<file path="config.mk">
export PLATFORM = sky130hd
export DESIGN_NAME = alte_seq
export DESIGN_NICKNAME = d
export VERILOG_FILES = /design/src/hw/rtl/alte_pkg.sv /design/src/hw/rtl/alte_seq.sv
export SDC_FILE = /design/constraint.sdc
export NUM_CORES = 1
export LEC_CHECK = 0
export ABC_CLOCK_PERIOD_IN_PS = 10860
export BUFFER_PORTS_ARGS = -buffer_cell sky130_fd_sc_hd__buf_2
export CORE_MARGIN = 2
export CORE_UTILIZATION = 45
export DETAILED_ROUTE_END_ITERATION = 6
export HOLD_SLACK_MARGIN = 0.12
export PLACE_DENSITY = 0.67
export SLEW_MARGIN = 30
export SYNTH_ARGS = -nofsm -noshare
export SYNTH_HDL_FRONTEND = slang
export SYNTH_SLANG_ARGS = --single-unit
</file>
<file path="constraint.sdc">
create_clock -name i_clk -period 10.86 [get_ports i_clk]
set_input_delay 2.172 -clock i_clk [delete_from_list [all_inputs] [get_ports i_clk]]
set_output_delay 2.172 -clock i_clk [all_outputs]
set_load 0.005 [all_outputs]
</file>
<file path="src/hw/rtl/alte_pkg.sv">
package alte_pkg;

    localparam int CAPACITY   = 256;
    localparam int ELEM_WIDTH = 32;
    localparam int ADDR_W     = $clog2(CAPACITY);
    localparam int CNT_W      = $clog2(CAPACITY + 1);
    localparam int IDX_W      = 9;
    localparam int CMP_W      = (CNT_W > IDX_W) ? CNT_W : IDX_W;

    typedef enum logic [2:0] {
        CMD_INSERT = 3'd0,
        CMD_REMOVE = 3'd1,
        CMD_ERASE  = 3'd2,
        CMD_SEARCH = 3'd3,
        CMD_VISIT  = 3'd4,
        CMD_CLEAR  = 3'd5
    } t_cmd;

    typedef enum logic [1:0] {
        ST_OK    = 2'd0,
        ST_FULL  = 2'd1,
        ST_RANGE = 2'd2,
        ST_MISS  = 2'd3
    } t_status;

    typedef enum logic [3:0] {
        S_IDLE,
        S_INS,
        S_INS_PUT,
        S_REM,
        S_ERA_KEY,
        S_ERA,
        S_FLUSH,
        S_SRCH,
        S_VIS
    } t_state;

    typedef struct packed {
        logic                  we;
        logic [ADDR_W-1:0]     waddr;
        logic [ELEM_WIDTH-1:0] wdata;
        logic [ADDR_W-1:0]     raddr;
    } t_mem_req;

    typedef struct packed {
        t_status               status;
        logic [ADDR_W-1:0]     pos;
        logic [ELEM_WIDTH-1:0] rd;
        logic [CNT_W-1:0]      len;
    } t_result;

endpackage

</file>
<file path="src/hw/rtl/alte_seq.sv">
module alte_seq
    import alte_pkg::*;
(
    input  logic                  i_clk,
    input  logic                  i_rst_n,
    input  logic                  i_valid,
    input  logic [2:0]            i_command,
    input  logic [IDX_W-1:0]      i_index,
    input  logic [31:0]           i_value,
    output logic                  o_stall,
    input  logic                  i_take,
    output logic                  o_res_valid,
    output t_result               o_res,
    output t_mem_req              o_mem,
    input  logic [ELEM_WIDTH-1:0] i_rdata
);

    t_state                r_state, n_state;
    t_cmd                  r_op, n_op;
    logic                  r_done, n_done;
    logic                  r_pend, n_pend;
    logic                  r_last, n_last;
    logic [CNT_W-1:0]      r_count, n_count;
    logic [ADDR_W-1:0]     r_ptr, n_ptr;
    logic [CNT_W-1:0]      r_wptr, n_wptr;
    logic [ADDR_W-1:0]     r_idx, n_idx;
    logic [ELEM_WIDTH-1:0] r_val, n_val;
    logic [ELEM_WIDTH-1:0] r_key, n_key;
    t_status               r_status, n_status;
    logic [ADDR_W-1:0]     r_pos, n_pos;
    logic [ELEM_WIDTH-1:0] r_rd, n_rd;

    logic                  pw;
    logic [CMP_W-1:0]      idx_c;
    logic [CMP_W-1:0]      cnt_c;
    logic [CNT_W-1:0]      cnt_m1;

    assign idx_c  = CMP_W'(i_index);
    assign cnt_c  = CMP_W'(r_count);
    assign cnt_m1 = r_count - CNT_W'(1);

    assign pw = r_pend && (r_op != CMD_SEARCH) &&
                ((r_op != CMD_ERASE) || (i_rdata != r_key));

    always_ff @(posedge i_clk) begin
        if (!i_rst_n) begin
            r_state <= S_IDLE;
            r_done  <= 1'b0;
            r_pend  <= 1'b0;
            r_count <= '0;
        end else begin
            r_state <= n_state;
            r_done  <= n_done;
            r_pend  <= n_pend;
            r_count <= n_count;
        end
        r_op     <= n_op;
        r_last   <= n_last;
        r_ptr    <= n_ptr;
        r_wptr   <= n_wptr;
        r_idx    <= n_idx;
        r_val    <= n_val;
        r_key    <= n_key;
        r_status <= n_status;
        r_pos    <= n_pos;
        r_rd     <= n_rd;
    end

    always_comb begin
        n_state  = r_state;
        n_op     = r_op;
        n_done   = r_done && !i_take;
        n_pend   = 1'b0;
        n_last   = r_last;
        n_count  = r_count;
        n_ptr    = r_ptr;
        n_wptr   = r_wptr;
        n_idx    = r_idx;
        n_val    = r_val;
        n_key    = r_key;
        n_status = r_status;
        n_pos    = r_pos;
        n_rd     = r_rd;

        o_mem.we    = pw;
        o_mem.waddr = ADDR_W'(r_wptr);
        o_mem.wdata = i_rdata;
        o_mem.raddr = r_ptr;

        if (pw && (r_op == CMD_ERASE)) begin
            n_wptr = r_wptr + CNT_W'(1);
        end

        unique case (r_state)
            S_IDLE: begin
                o_mem.raddr = ADDR_W'(i_index);
                if (i_valid && !r_done) begin
                    n_op     = t_cmd'(i_command);
                    n_idx    = ADDR_W'(i_index);
                    n_val    = i_value[ELEM_WIDTH-1:0];
                    n_status = ST_OK;
                    n_pos    = '0;
                    n_rd     = '0;
                    n_last   = 1'b0;
                    n_done   = 1'b1;
                    unique case (i_command)
                        CMD_INSERT: begin
                            if (r_count == CNT_W'(CAPACITY)) begin
                                n_status = ST_FULL;
                            end else if (idx_c > cnt_c) begin
                                n_status = ST_RANGE;
                            end else if (idx_c == cnt_c) begin
                                o_mem.we    = 1'b1;
                                o_mem.waddr = ADDR_W'(i_index);
                                o_mem.wdata = i_value[ELEM_WIDTH-1:0];
                                n_count     = r_count + CNT_W'(1);
                            end else begin
                                n_ptr   = ADDR_W'(cnt_m1);
                                n_done  = 1'b0;
                                n_state = S_INS;
                            end
                        end
                        CMD_REMOVE: begin
                            if (idx_c >= cnt_c) begin
                                n_status = ST_RANGE;
                            end else if (idx_c == CMP_W'(cnt_m1)) begin
                                n_count = cnt_m1;
                            end else begin
                                n_ptr   = ADDR_W'(i_index) + ADDR_W'(1);
                                n_done  = 1'b0;
                                n_state = S_REM;
                            end
                        end
                        CMD_ERASE: begin
                            if (idx_c >= cnt_c) begin
                                n_status = ST_RANGE;
                            end else begin
                                n_done  = 1'b0;
                                n_state = S_ERA_KEY;
                            end
                        end
                        CMD_SEARCH: begin
                            if (r_count == '0) begin
                                n_status = ST_MISS;
                            end else begin
                                n_ptr   = '0;
                                n_done  = 1'b0;
                                n_state = S_SRCH;
                            end
                        end
                        CMD_VISIT: begin
                            if (idx_c >= cnt_c) begin
                                n_status = ST_RANGE;
                            end else begin
                                n_done  = 1'b0;
                                n_state = S_VIS;
                            end
                        end
                        CMD_CLEAR: begin
                            n_count = '0;
                        end
                        default: begin
                        end
                    endcase
                end
            end
            S_INS: begin
                n_pend = 1'b1;
                n_wptr = CNT_W'(r_ptr) + CNT_W'(1);
                if (r_ptr == r_idx) begin
                    n_state = S_INS_PUT;
                end else begin
                    n_ptr = r_ptr - ADDR_W'(1);
                end
            end
            S_INS_PUT: begin
                if (!r_pend) begin
                    o_mem.we    = 1'b1;
                    o_mem.waddr = r_idx;
                    o_mem.wdata = r_val;
                    n_count     = r_count + CNT_W'(1);
                    n_done      = 1'b1;
                    n_state     = S_IDLE;
                end
            end
            S_REM: begin
                n_pend = 1'b1;
                n_wptr = CNT_W'(r_ptr) - CNT_W'(1);
                if (CNT_W'(r_ptr) == cnt_m1) begin
                    n_state = S_FLUSH;
                end else begin
                    n_ptr = r_ptr + ADDR_W'(1);
                end
            end
            S_ERA_KEY: begin
                n_key   = i_rdata;
                n_ptr   = '0;
                n_wptr  = '0;
                n_state = S_ERA;
            end
            S_ERA: begin
                n_pend = 1'b1;
                if (CNT_W'(r_ptr) == cnt_m1) begin
                    n_state = S_FLUSH;
                end else begin
                    n_ptr = r_ptr + ADDR_W'(1);
                end
            end
            S_FLUSH: begin
                if (r_op == CMD_ERASE) begin
                    n_count = pw ? (r_wptr + CNT_W'(1)) : r_wptr;
                end else begin
                    n_count = cnt_m1;
                end
                n_done  = 1'b1;
                n_state = S_IDLE;
            end
            S_SRCH: begin
                if (r_pend && (i_rdata == r_val)) begin
                    n_status = ST_OK;
                    n_pos    = ADDR_W'(r_wptr);
                    n_done   = 1'b1;
                    n_state  = S_IDLE;
                end else if (r_last) begin
                    n_status = ST_MISS;
                    n_done   = 1'b1;
                    n_state  = S_IDLE;
                end else begin
                    n_pend = 1'b1;
                    n_wptr = CNT_W'(r_ptr);
                    n_last = (CNT_W'(r_ptr) == cnt_m1);
                    n_ptr  = r_ptr + ADDR_W'(1);
                end
            end
            S_VIS: begin
                n_rd    = i_rdata;
                n_done  = 1'b1;
                n_state = S_IDLE;
            end
            default: begin
                n_state = S_IDLE;
            end
        endcase
    end

    assign o_stall     = (r_state != S_IDLE) || r_done;
    assign o_res_valid = r_done;
    assign o_res       = '{status: r_status, pos: r_pos, rd: r_rd, len: r_count};

`ifndef SYNTHESIS
    a_count_bound: assert property (@(posedge i_clk) disable iff (!i_rst_n)
        r_count <= CNT_W'(CAPACITY))
        else $error("entry count beyond capacity");

    a_done_idle: assert property (@(posedge i_clk) disable iff (!i_rst_n)
        r_done |-> (r_state == S_IDLE))
        else $error("result pending while walking the store");

    a_ins_walk: assert property (@(posedge i_clk) disable iff (!i_rst_n)
        (r_state == S_INS) |-> (r_ptr >= r_idx))
        else $error("insert shift passed the target index");

    a_era_kept: assert property (@(posedge i_clk) disable iff (!i_rst_n)
        (r_state == S_ERA) |-> (r_wptr <= CNT_W'(r_ptr)))
        else $error("erase compaction overtook the read pointer");

    a_write_busy: assert property (@(posedge i_clk) disable iff (!i_rst_n)
        (o_mem.we && (r_state == S_IDLE)) |=> (r_done && (r_status == ST_OK)))
        else $error("store written by a failed command");
`endif

endmodule
</file>
==> metrics.cfg <==
[power_and_ir_drop]
p_sw_share_pct=43.2
comb_power_share_pct=47.6
clkPwrFrac_pct=18.7
p_sw_mw=1.33
finalPower_mw=3.09
seqPwrFrac_pct=33.7
p_int_mw=1.75
leakage_nw=4.53
ir_worst_vdd_uv=179
power_density_mw_per_mm2=274

[setup_path]
worst_path_largest_cell_delay_ns=0.41
critPathKind=in2out
crit_path_end_kind=output pin
cp_data_required_time_ns=8.69
rr_endpoint=r_wptr[8]$_DFF_P_
critPathSlowestCell=buf_4
path_cells=buf_2 > ha_1 > and4_1 > and3_1 > o2111ai_1 > nor2_1 > o21ai_4 > buf_4 > o21ai_0 > buf_2
crit_top_cell=buf_2
worstRegToRegCells=12
worst_ep_arrival_time_ns=4.48
cp-endpoint=o_mem[48]
cp-start-kind=primary input
crit_start=i_index[2]
cp_max_fo=35
r2r_start=r_state[3]$_SDFFE_PN0P_
r2r_setup_slack_ns=6.95

[logic_synthesis]
syn_area_per_cell_sq_um=9.92
syn_area_sq_mm=0.00954
yosys-mux-area-fraction_pct=0.223
synthAdderAreaFrac_pct=3.96
synth-compound-area-share_pct=15.8
synthCells=962
async_flop_share_pct=0
synth.distinct_cells=75
ys_warn_count=0
ys_seq_area_share_pct=44.7
yosys.area_share.simple_pct=19.2
ys.flop_type=edfxtp_1
yosysTopAreaCell=edfxtp_1
synth_edf_count=126
synth_nets=1071
synth-seq-cells=150
synthTopCellsByArea=edfxtp_1, xnor2_1, nand2_1
synth_top_family_by_area=simple AND/OR/NAND/NOR gates
synth_top_area_share_pct=39.7
synth_xor_area_share_pct=12.7

[die]
start_util_pct=45.7
die_y_um=150
die_w_um=150
fp.coreArea_sq_mm=0.0209
ios=182
die_area_sq_mm=0.0224
fp-row-count=53

[route]
drt_iter0_markers=967
ant_nets=0
drt-met1-wl_mm=12.6
route.met3.wl_mm=2.78
route.met2.wl_mm=13.6
via_per_inst=6.00
post_drt_wl_per_cell_um=21.3
vias=8422
dr.pass1.iters=6
drt-total-wl_mm=29.8
drc=0
top_layer=met4

[placed_design]
port-buffer-count=181
hpwl_mm=22.1
post-place-ws_ns=4.21
place_congestion=0.972

[cts]
cts_max_level=4
path_clk_slew_ns=0.06
cts_resized=0
postCtsSetupBuffers=0
cts-root-buf=clkbuf_16
clkSinkCount=150
clock_path_buffers=2
cts_buffers=17
cts_hold_buf=0
clock_latency_ns=0.43
cts_tree=built

[final_layout]
layout.nets=1225
area_delta_synth_final_pct=18.0
multi_input_area_sq_mm=0.00500
seq_area_sq_mm=0.00426
drive_gt1_share_pct=22.6
finish.utilization_pct=53.9
diodes=0
nFillCells=1898

[sta]
setup_viol=0
worstMarginPinSlew_ns=0.982
finClkSkew_ns=0.00919
fin_hold_ws_ns=0.648
fin_ws_ns=4.21
final_max_slew_viol_count=0
maxSlewHeadroom_pct=34.4
timing.final.crit_share_pct=61.3
min_period_ns=6.65
hold_violations=0
fmax_mhz=150
rsz0062_at_grt=no
fin_setup_tns_ns=0

[hold_path]
hold_class=reg2reg

[global_routing]
grt_max_degree=37
grtUsageTotal_pct=26.7
antenna_found_initial=0
grt_pass1_wl_mm=45.3
grt_pass1_vias=7923
grt_remaining_overflow=0

[run_status]
status=complete, no violations

[run]
maxCapViolations=0

[worst min path at each step]
stage | from | to | slack, ns | depth (start not counted)
CTS | r_last$_SDFFCE_PN0P_ | r_last$_SDFFCE_PN0P_ | 0.64 | 2
finish | r_last$_SDFFCE_PN0P_ | r_last$_SDFFCE_PN0P_ | 0.65 | 2
global route | r_last$_SDFFCE_PN0P_ | r_last$_SDFFCE_PN0P_ | 0.67 | 2
floorplan | r_wptr[1]$_DFF_P_ | r_wptr[1]$_DFF_P_ | 0.55 | 2
detailed placement | r_last$_SDFFCE_PN0P_ | r_last$_SDFFCE_PN0P_ | 0.62 | 2
global placement | r_last$_SDFFCE_PN0P_ | r_last$_SDFFCE_PN0P_ | 0.60 | 2
[Yosys cell counts (all sizes together) (5+ instances only)]
library cell,instances
and3,44
nand3,15
o21ai,31
xnor2,78
edfxtp,126
xnor3,8
nor2,44
nand2,147
and2,13
nor3b,6
ha,27
nand2b,9
nand4,24
a221oi,5
dfxtp,24
nor3,21
a22oi,48
and4,5
o211ai,8
clkbuf,51
a211oi,8
o22ai,13
inv,22
buf,8
o21bai,6
nor4,19
a21oi,43
a311oi,9
xor2,39
[worst max-delay path, delay by kind of cell]
kind / cells / cell delay, ns
and+or+nand+nor: 3 / 0.55
adders and majority gates: 1 / 0.34
AOI/OAI and AO/OA: 3 / 0.63
buffers and inverters: 3 / 0.76
[power groups by stage]
stage	Clock (mW)	Sequential (mW)	Combinational [mW]
after floorplan	0	0.946	1.03
after global placement	0	1.04	1.43
after detailed placement	0	1.05	1.45
after CTS	0.582	1.03	1.45
after global routing	0.607	1.06	1.59
final	0.577	1.04	1.47
[sequential cells by signal (all words and copies together), names as in the netlist]
| signal | flops |
|---|---|
| r_ptr | 8 |
| r_pos | 8 |
| r_idx | 8 |
| r_state | 4 |
| r_val | 32 |
| cnt_c | 9 |
| r_last | 1 |
| r_rd | 32 |
| r_key | 32 |
| o_res_valid | 1 |
| r_status | 2 |
| r_op | 3 |
| r_pend | 1 |
| r_wptr | 9 |
[metal layers]
| layer | vias up | global-route usage, % |
|---|---|---|
| li1 | 3880 | - |
| met1 | 4032 | 37.0 |
| met2 | 455 | 41.6 |
| met3 | 55 | 4.82 |
| met4 | 0 | 10.6 |
| met5 | - | 0 |
[cell families (layout without fill, tap and decap cells)]
logic type / after synthesis / count (layout)
AOI/OAI and AO/OA: 210 / 210
xor gates and xnor gates: 125 / 125
adders and majority gates: 29 / 29
buffers and inverters: 81 / 248
DFF: 150 / 150
muxes: 2 / 2
and+or+nand+nor: 365 / 365
[cells in the final DEF, fill, tap and decap left out, drive strengths merged, types with 6 or more instances in the layout]
| cell | synthesis | routed |
|---|---|---|
| o21ai | 31 | 31 |
| nand2 | 147 | 147 |
| a211oi | 8 | 8 |
| xor2 | 39 | 39 |
| and3 | 44 | 44 |
| nor3 | 21 | 21 |
| nor4 | 19 | 19 |
| xnor3 | 8 | 8 |
| o22ai | 13 | 13 |
| o211ai | 8 | 8 |
| edfxtp | 126 | 126 |
| nor2 | 44 | 44 |
| buf | 8 | 194 |
| nor3b | 6 | 6 |
| nand3 | 15 | 15 |
| a311oi | 9 | 9 |
| and2 | 13 | 13 |
| nand2b | 9 | 9 |
| nand4 | 24 | 24 |
| a22oi | 48 | 48 |
| o21bai | 6 | 6 |
| dfxtp | 24 | 24 |
| clkbuf | 51 | 17 |
| ha | 27 | 27 |
| a21oi | 43 | 43 |
| xnor2 | 78 | 78 |
| inv | 22 | 28 |
[metrics by stage]
step           std cells  instance area [sq um]
2_1_floorplan        962                   9540
4_1_cts             1404                  11300
6_report            1404                  11300
3_5_place_dp        1372                  10700
5_1_grt             1404                  11300
3_3_place_gp        1372                  10700
[area by class of cell]
type	count	share of cell area, %
multi-input cells	731	44.4
clock buffers	17	3.78
well taps	275	3.06
flip-flops and latches	150	37.9
clock inverters	15	1.28
inverters	22	0.733
repair buffers	194	8.91
(Power assumes the default switching activity.)
